$ cat src/hdl/b64e_pkg.sv
// ----------------------------------------------------------------------------
// b64e_pkg
// Types, codes and the sextet-to-character mapping shared by the encoder.
// ----------------------------------------------------------------------------
package b64e_pkg;

	localparam int unsigned QUEUE_DEPTH = 2;
	localparam logic [7:0] PAD_CHAR = 8'h3D;

	typedef struct packed {
		logic [7:0] data_byte;
		logic       end_of_message;
	} byte_item_t;

	typedef struct packed {
		logic [7:0] out_char;
		logic       last_char;
		logic       message_done;
	} char_item_t;

	// one input byte: up to two sextets, then '=' padding up to last_idx
	typedef struct packed {
		logic [5:0] sx0;
		logic [5:0] sx1;
		logic [1:0] last_idx;
		logic       done;
	} job_t;

	typedef enum logic [2:0] {
		PH_FIRST  = 3'b001,
		PH_SECOND = 3'b010,
		PH_THIRD  = 3'b100
	} phase_t;

	typedef struct packed {
		logic head_valid;
		logic full;
	} queue_status_t;

	function automatic logic [7:0] sextet_char(input logic [5:0] v);
		logic [7:0] c;
		if (v < 6'd26) begin
			c = 8'h41 + {2'b00, v};
		end else if (v < 6'd52) begin
			c = 8'h61 + {2'b00, v} - 8'd26;
		end else if (v < 6'd62) begin
			c = 8'h30 + {2'b00, v} - 8'd52;
		end else if (v == 6'd62) begin
			c = 8'h2B;
		end else begin
			c = 8'h2F;
		end
		return c;
	endfunction

endpackage

$ cat src/hdl/b64e_front.sv
// ----------------------------------------------------------------------------
// b64e_front
// Accepts raw bytes, tracks the group phase and leftover bits, and turns
// each byte into a character job for the back end.
// ----------------------------------------------------------------------------
module b64e_front (
	input  logic                   clk,
	input  logic                   arst_n,
	input  logic                   byte_valid,
	output logic                   byte_stall,
	input  b64e_pkg::byte_item_t   byte_data,
	input  b64e_pkg::queue_status_t q_status,
	output logic                   push,
	output b64e_pkg::job_t         push_job
);
	import b64e_pkg::*;

	phase_t     phase_q;
	phase_t     phase_d;
	logic [3:0] left_q;
	logic [3:0] left_d;
	logic [7:0] b;
	logic       last;

	assign byte_stall = q_status.full;
	assign push       = byte_valid && !q_status.full;
	assign b          = byte_data.data_byte;
	assign last       = byte_data.end_of_message;

	always_comb begin
		push_job.done = last;
		case (phase_q)
			PH_SECOND: begin
				push_job.sx0      = {left_q[1:0], b[7:4]};
				push_job.sx1      = {b[3:0], 2'b00};
				push_job.last_idx = last ? 2'd2 : 2'd0;
				phase_d           = last ? PH_FIRST : PH_THIRD;
				left_d            = last ? 4'd0 : b[3:0];
			end
			PH_THIRD: begin
				push_job.sx0      = {left_q, b[7:6]};
				push_job.sx1      = b[5:0];
				push_job.last_idx = 2'd1;
				phase_d           = PH_FIRST;
				left_d            = 4'd0;
			end
			default: begin
				push_job.sx0      = b[7:2];
				push_job.sx1      = {b[1:0], 4'b0000};
				push_job.last_idx = last ? 2'd3 : 2'd0;
				phase_d           = last ? PH_FIRST : PH_SECOND;
				left_d            = last ? 4'd0 : {2'b00, b[1:0]};
			end
		endcase
	end

	always_ff @(posedge clk or negedge arst_n) begin
		if (!arst_n) begin
			phase_q <= PH_FIRST;
			left_q  <= 4'd0;
		end else if (push) begin
			phase_q <= phase_d;
			left_q  <= left_d;
		end
	end

endmodule

$ cat src/hdl/b64e_queue.sv
// ----------------------------------------------------------------------------
// b64e_queue
// Two-entry job queue between the front end and the character back end.
// ----------------------------------------------------------------------------
module b64e_queue (
	input  logic                    clk,
	input  logic                    arst_n,
	input  logic                    push,
	input  b64e_pkg::job_t          push_job,
	input  logic                    pop,
	output b64e_pkg::job_t          head,
	output b64e_pkg::queue_status_t status
);
	import b64e_pkg::*;

	localparam int unsigned PtrW = $clog2(QUEUE_DEPTH);
	localparam int unsigned CntW = $clog2(QUEUE_DEPTH + 1);

	job_t            entry_q [QUEUE_DEPTH];
	logic [PtrW-1:0] wr_ptr_q;
	logic [PtrW-1:0] rd_ptr_q;
	logic [CntW-1:0] count_q;

	assign head              = entry_q[rd_ptr_q];
	assign status.head_valid = (count_q != '0);
	assign status.full       = (count_q == CntW'(QUEUE_DEPTH));

	always_ff @(posedge clk) begin
		if (push) begin
			entry_q[wr_ptr_q] <= push_job;
		end
	end

	always_ff @(posedge clk or negedge arst_n) begin
		if (!arst_n) begin
			wr_ptr_q <= '0;
			rd_ptr_q <= '0;
			count_q  <= '0;
		end else begin
			if (push) begin
				wr_ptr_q <= (wr_ptr_q == PtrW'(QUEUE_DEPTH - 1)) ? '0 : wr_ptr_q + 1'b1;
			end
			if (pop) begin
				rd_ptr_q <= (rd_ptr_q == PtrW'(QUEUE_DEPTH - 1)) ? '0 : rd_ptr_q + 1'b1;
			end
			case ({push, pop})
				2'b10:   count_q <= count_q + 1'b1;
				2'b01:   count_q <= count_q - 1'b1;
				default: count_q <= count_q;
			endcase
		end
	end

endmodule

$ cat src/hdl/b64e_back.sv
// ----------------------------------------------------------------------------
// b64e_back
// Walks the queue head job into the output register one character per cycle
// unless stalled, mapping sextets to the alphabet and filling in padding.
// ----------------------------------------------------------------------------
module b64e_back (
	input  logic                    clk,
	input  logic                    arst_n,
	input  b64e_pkg::job_t          head,
	input  b64e_pkg::queue_status_t q_status,
	output logic                    pop,
	output logic                    char_valid,
	input  logic                    char_stall,
	output b64e_pkg::char_item_t    char_data
);
	import b64e_pkg::*;

	logic [1:0] idx_q;
	logic       char_valid_q;
	char_item_t char_q;
	char_item_t char_d;
	logic       advance;
	logic       emit;
	logic       at_end;

	assign advance    = !char_valid_q || !char_stall;
	assign emit       = advance && q_status.head_valid;
	assign at_end     = (idx_q == head.last_idx);
	assign pop        = emit && at_end;
	assign char_valid = char_valid_q;
	assign char_data  = char_q;

	always_comb begin
		case (idx_q)
			2'd0:    char_d.out_char = sextet_char(head.sx0);
			2'd1:    char_d.out_char = sextet_char(head.sx1);
			default: char_d.out_char = PAD_CHAR;
		endcase
		char_d.last_char    = at_end;
		char_d.message_done = at_end && head.done;
	end

	always_ff @(posedge clk or negedge arst_n) begin
		if (!arst_n) begin
			idx_q        <= 2'd0;
			char_valid_q <= 1'b0;
		end else begin
			if (advance) begin
				char_valid_q <= q_status.head_valid;
			end
			if (pop) begin
				idx_q <= 2'd0;
			end else if (emit) begin
				idx_q <= idx_q + 2'd1;
			end
		end
	end

	always_ff @(posedge clk) begin
		if (emit) begin
			char_q <= char_d;
		end
	end

endmodule

$ cat src/hdl/base64_stream_encoder_top.sv
// ----------------------------------------------------------------------------
// base64_stream_encoder_top
// Streaming Base64 encoder, standard alphabet with '=' padding.
//
//   channel | direction | fields
//   byte    | in        | data_byte, end_of_message
//   char    | out       | out_char, last_char, message_done
//
// a byte yields one to four characters, one per cycle while char_stall is low
// sustained rate is set by the single character output register
// a two-entry job queue parts the byte side from the character side
// byte_stall rises only while the queue is full
// reset returns the group phase to the start of a group and empties the queue
// ----------------------------------------------------------------------------
module base64_stream_encoder_top (
	input  logic                 clk,
	input  logic                 arst_n,
	input  logic                 byte_valid,
	output logic                 byte_stall,
	input  b64e_pkg::byte_item_t byte_data,
	output logic                 char_valid,
	input  logic                 char_stall,
	output b64e_pkg::char_item_t char_data
);
	import b64e_pkg::*;

	queue_status_t q_status;
	job_t          push_job;
	job_t          head;
	logic          push;
	logic          pop;

	b64e_front u_front (
		.clk        (clk),
		.arst_n     (arst_n),
		.byte_valid (byte_valid),
		.byte_stall (byte_stall),
		.byte_data  (byte_data),
		.q_status   (q_status),
		.push       (push),
		.push_job   (push_job)
	);

	b64e_queue u_queue (
		.clk      (clk),
		.arst_n   (arst_n),
		.push     (push),
		.push_job (push_job),
		.pop      (pop),
		.head     (head),
		.status   (q_status)
	);

	b64e_back u_back (
		.clk        (clk),
		.arst_n     (arst_n),
		.head       (head),
		.q_status   (q_status),
		.pop        (pop),
		.char_valid (char_valid),
		.char_stall (char_stall),
		.char_data  (char_data)
	);

endmodule

$ cat config.mk
export PLATFORM = sky130hd
export DESIGN_NAME = base64_stream_encoder_top
export DESIGN_NICKNAME = d
export VERILOG_FILES = /design/src/hdl/b64e_pkg.sv /design/src/hdl/b64e_front.sv /design/src/hdl/b64e_queue.sv /design/src/hdl/b64e_back.sv /design/src/hdl/base64_stream_encoder_top.sv
export SDC_FILE = /design/constraint.sdc
export NUM_CORES = 1
export LEC_CHECK = 0
export BUFFER_PORTS_ARGS = -buffer_cell sky130_fd_sc_hd__buf_2
export CAP_MARGIN = 5
export CORE_ASPECT_RATIO = 2
export CORE_UTILIZATION = 40
export CTS_CLUSTER_SIZE = 8
export DETAILED_ROUTE_END_ITERATION = 7
export PLACE_DENSITY_LB_ADDON = 0.05
export SETUP_SLACK_MARGIN = 0.05
export SKIP_CTS_REPAIR_TIMING = 1
export SLEW_MARGIN = 20
export SYNTH_ARGS = -nofsm -noshare
export SYNTH_HDL_FRONTEND = slang
export SYNTH_SLANG_ARGS = --single-unit
$ cat constraint.sdc
create_clock -name clk -period 3.15 [get_ports clk]
set_input_delay 0.1575 -clock clk [delete_from_list [all_inputs] [get_ports clk]]
set_output_delay 0.1575 -clock clk [all_outputs]
set_load 0.1 [all_outputs]
======== Word-level counts from Yosys, hierarchy flattened ========
Memories as Yosys holds them, arrays and structs flattened.
Cells that the tools add are included.
storage, ports and cells
  flip-flop bits (word level) ............. 24
  memory bits (writable) .................. 30
  input port bits ......................... 13
  output and inout port bits .............. 12
  word-level logic and storage cells ...... 78
  memories ................................ 1
cells by class
  add/sub/neg operators ................... 15
  $lt $le $gt $ge ......................... 6
  equality and inequality tests ........... 9
  multiplexer cells ....................... 25
  reductions and logical operators ........ 12
memories
  name             depth  bits a word  read ports  clocked after memory_dff  wr ports  RTL line          RTL
  u_queue.entry_q  2      15           1           0                         1         b64e_queue.sv:19  job_t entry_q [QUEUE_DEPTH];
operators by type and width
  cell                                                  count
  two-way mux 8 bit                                     6
  adder 7 x 6 -> 8 bit (first input constant)           4
  one-hot mux 14 bit (2 select lines)                   1
  < comparator 6 bit (second input constant)            4
  one-hot mux 8 bit (2 select lines)                    1
  subtractor 8 x 5 -> 8 bit (second input constant)     2
  subtractor 8 x 6 -> 8 bit (second input constant)     2
  adder 6 x 6 -> 7 bit (first input constant)           2
  equality test 6 bit (second input constant)           2
  < comparator 6 x 5 -> 1 bit (second input constant)   2
  two-way mux 2 bit                                     6
  two-way mux 3 bit                                     3
  one-hot mux 4 bit (2 select lines)                    1
  one-hot mux 3 bit (2 select lines)                    1
  nonzero test 2 bit                                    3
  adder 2 x 1 -> 2 bit (second input constant)          2
  equality test 2 x 1 -> 1 bit (second input constant)  2
  equality test 2 bit (second input constant)           2
  logical AND 1 bit                                     4
  two-way mux 1 bit                                     4
  two-way mux 4 bit                                     1
  one-hot mux 2 bit (2 select lines)                    1
  equality test 3 x 2 -> 1 bit (second input constant)  1
  equality test 3 bit (second input constant)           1
  6 further kinds                                       9

======== Depth between registers and ports, before layout ========
An unclocked memory read counts as a cell.
  word-level depth ........................ 7
  gate-level depth with buffers ........... 13
  mapped depth without buffers ............ 10

======== By module ========
From an unflattened synthesis, not the netlist that was laid out.
second synthesis, totals
  cell total of the unflattened synthesis .. 319
  area, all modules ....................... 3367.0 um^2
modules (own cells, without submodules)
  module      times used  cells an instance  area an instance (um^2)  seq. area each (um^2)
  b64e_back   1           165                1338.8                   375.4
  b64e_queue  1           63                 1321.3                   1001.0
  b64e_front  1           91                 706.9                    176.4

======== Least setup slack after synthesis ========
No wires, ideal clock.
  kind .................................... reg2reg
  start ................................... reg u_queue.rd_ptr_q
  end ..................................... reg u_back.char_q (netlist bit u_back.char_data[4]), data pin
  library setup time ...................... 261 ps
  arrival time ............................ 2556 ps
  data required time ...................... 2889 ps
  setup slack ............................. 333 ps
  stages on the path, launching flop included .. 14
  path buffers ............................ 4
  path through ............................ dfrtp_1 -> buf_6 -> buf_6 -> buf_2 -> a21oi_1 -> inv_1 -> ha_1 -> and2_1 -> a311oi_4 -> buf_6 -> nand2_2 -> nand2_1 -> o22ai_1 -> a221o_1
RTL lines
  element                 RTL line          RTL
  from (decl)             b64e_queue.sv:21  logic [PtrW-1:0] rd_ptr_q;
  from (signal assigned)  b64e_queue.sv:44  rd_ptr_q <= (rd_ptr_q == PtrW'(QUEUE_DEPTH - 1)) ? '0 : rd_ptr_q + 1'b1;
  to (signal assigned)    b64e_back.sv:61   char_q <= char_d;
  to (decl)               b64e_back.sv:20   char_item_t char_q;

==> flow_summary.toml <==
[place]
place_ws_ps = 182.0
place.gp.congestion = 0.7884
dp_hpwl_um = 6322
io_buffers = 24

[critical_path]
critPathKind = "register to register"
r2r_slack_ps = 280
cp-end-kind = "register"
start_kind = "register"
rr_startpoint = "u_queue.rd_ptr_q$_DFFE_PN0P_"
cp_data_arrival_time_ps = 2920
crit_start = "u_queue.rd_ptr_q$_DFFE_PN0P_"
reg2reg_depth = 9
worstSetupEndpoint = "u_back.char_data[9]$_DFFE_PP_"
required_ps = 3210
worstPathMaxFanout = 10
timing.rr.end = "u_back.char_data[9]$_DFFE_PP_"

[timing]
setup_viol = 0
fmax_ghz = 0.3490
tns_ps = 0
setup_ws_ps = 284.6
fin_hold_ws_ps = 73.91
finClkSkew_ps = 8.563
max_slew.worst_pin.slew_ps = 718.4
fin_crit_ps = 2865
finalHoldViolations = 0
final-max-slew-violation-count = 0
grt_setup_unrepaired = "no"
relSlewSlack = 0.5211
period_share = 0.9096

[clocking]
cts-root-buf = "clkbuf_16"
clk_latency_ps = 300
cts.clk_slew.worst_paths_ps = 70
cts.sinks = 54
numCtsBuffers = 5
htree_levels = 2
cts_tree = "yes"
cts_buffer_depth = 2

[die]
core.rowCount = 47
ios = 25
die_width_um = 67.30
fp.dieH_um = 132.6
die-area_um2 = 8923
core_area_um2 = 8292
start_util = 0.4113

[logic_synthesis]
synth_top_cell_area_share = 0.3522
synth.area.top_cells = "edfxtp_1 (35%), dfrtp_1 (9.5%), ha_1 (8.4%), nand2_1 (5.2%), nor2_1 (2.9%)"
synth-seq-cells = 54
synth_top_area_cell = "edfxtp_1"
synth_area_um2 = 3411
netlist_top_cells_count = "nand2_1 (47), edfxtp_1 (40), nor2_1 (26), ha_1 (23), o21ai_0 (17)"
synth.most_common_cell = "nand2_1"
synth_flop_cell = "edfxtp_1"
syn_inst = 331
seq_area_frac_synth = 0.4552
yosysWarnings = 0
synth_nets = 367
synth_cell_types = 60
synth_edf_count = 40
synthArstFlopShare = 0.2593
syn_avg_cell_area_um2 = 10.30

[detailed_routing]
wl_per_cell_um = 16.96
drtIter0Drc = 148
vias = 2542
drc = 0
first_pass_iters = 4
final_antenna_net_count = 0
drt_wl_total_um = 7887
vias_per_cell = 5.467

[grt]
grt_pass1_wl_um = 12650
grt_max_degree = 18
globalRouteOverflowTotal = 0
grt_pass1_vias = 2504
grt_util_all_layers = 0.1960
antenna_found_initial = 0

[layout]
layout-drive-gt1-share = 0.1798
synthToLayoutAreaGrowth_pct = 12.62
num_antenna_cells = 0
final_nets = 402

[job]
maxCapViolCount = 0

[min_path]
hp-class = "input port to register"
worstHoldStart = "char_stall"

[run_status]
outcome = "completed"
[sequential cells by signal (all words and copies together), names as in the netlist]
name               count
u_queue.entry_q       30
u_back.char_data      10
u_front.left_q         4
u_front.phase_q        3
u_back.idx_q           2
u_queue.count_q        2
u_back.char_valid      1
u_queue.rd_ptr_q       1
u_queue.wr_ptr_q       1
[layout by cell type, fill, tap and decap left out, types with 2 or more instances in the layout]
| cell | n |
|---|---|
| a211oi_1 | 4 |
| a21oi_1 | 13 |
| a221o_1 | 3 |
| a22o_1 | 4 |
| a22oi_1 | 8 |
| a31oi_1 | 7 |
| a32o_1 | 2 |
| and2_1 | 4 |
| and2_4 | 2 |
| and3_1 | 2 |
| buf_2 | 24 |
| buf_4 | 15 |
| clkbuf_16 | 5 |
| dfrtp_1 | 12 |
| edfxtp_1 | 40 |
| ha_1 | 23 |
| inv_1 | 14 |
| inv_2 | 2 |
| mux2_2 | 2 |
| mux2i_1 | 9 |
| mux2i_2 | 3 |
| nand2_1 | 47 |
| nand2b_1 | 6 |
| nand3_1 | 6 |
| nand4_1 | 5 |
| nor2_1 | 26 |
| nor2b_1 | 6 |
| nor3_1 | 4 |
| o211ai_1 | 3 |
| o21ai_0 | 17 |
| o21ai_1 | 2 |
| o22ai_1 | 3 |
| or3_1 | 2 |
| xnor2_1 | 9 |
| xor2_1 | 5 |
[final cells by class]
class                           count  area (um2)
Tap cell                           98       122.6
Clock inverter                      2       16.27
Fill cell                         785        4451
Sequential cell                    54        1554
Inverter                           17       66.31
Timing Repair Buffer               40       242.7
Clock buffer                        6       138.9
Multi-Input combinational cell    248        1700
[per-layer routing]
layer	GRT usage	part of all wire	wire length, um
met1	0.1883	0.35	2765
met2	0.3828	0.60	4698
met3	0.02759	0.021	169
met4	0.08274	0.032	254
met5	0	0	0
[through the flow]
| stage | instances | util | cell area (um2) |
|---|---|---|---|
| 2_1_floorplan | 331 | - | 3411 |
| 3_3_place_gp | 456 | 0.4432 | 3675 |
| 3_5_place_dp | 456 | 0.4432 | 3675 |
| 4_1_cts | 464 | 0.4619 | 3830 |
| 5_1_grt | 465 | 0.4633 | 3841 |
| 6_report | 465 | 0.4633 | 3841 |
[worst min path at each step]
stage / endpoint / slack (ps) / cells after the start
after global routing: u_back.char_valid$_DFFE_PN0P_ / 80 / 3
final: u_back.char_valid$_DFFE_PN0P_ / 70 / 3
after detailed placement: u_queue.count_q[1]$_DFFE_PN0P_ / 100 / 1
after CTS: u_queue.count_q[1]$_DFFE_PN0P_ / -230 / 1
after floorplan: u_back.char_valid$_DFFE_PN0P_ / -140 / 0
after global placement: u_queue.count_q[1]$_DFFE_PN0P_ / 90 / 1
[kinds of logic (layout without fill, tap and decap cells)]
logic type / Yosys count / count (layout) / synth area share
and+or+nand+nor: 118 / 118 / 0.1647
AOI/OAI and AO/OA: 78 / 78 / 0.1618
DFF: 54 / 54 / 0.4552
buffers and inverters: 29 / 65 / 0.04622
adders and majority gates: 23 / 23 / 0.08437
muxes: 15 / 15 / 0.05172
xor gates and xnor gates: 14 / 14 / 0.03595
[worst max-delay path: stages (launching register included)]
cell and delay [ps]:
dfrtp_2 460, mux2i_1 390, inv_1 170, ha_1 280, and2_1 210, a311oi_4 470, buf_4 220, or3_4 130
o21ai_0 110, a22o_1 190
Power is not shown: default switching activity piles up to over one toggle a cycle in this logic, so the estimate is an artifact.
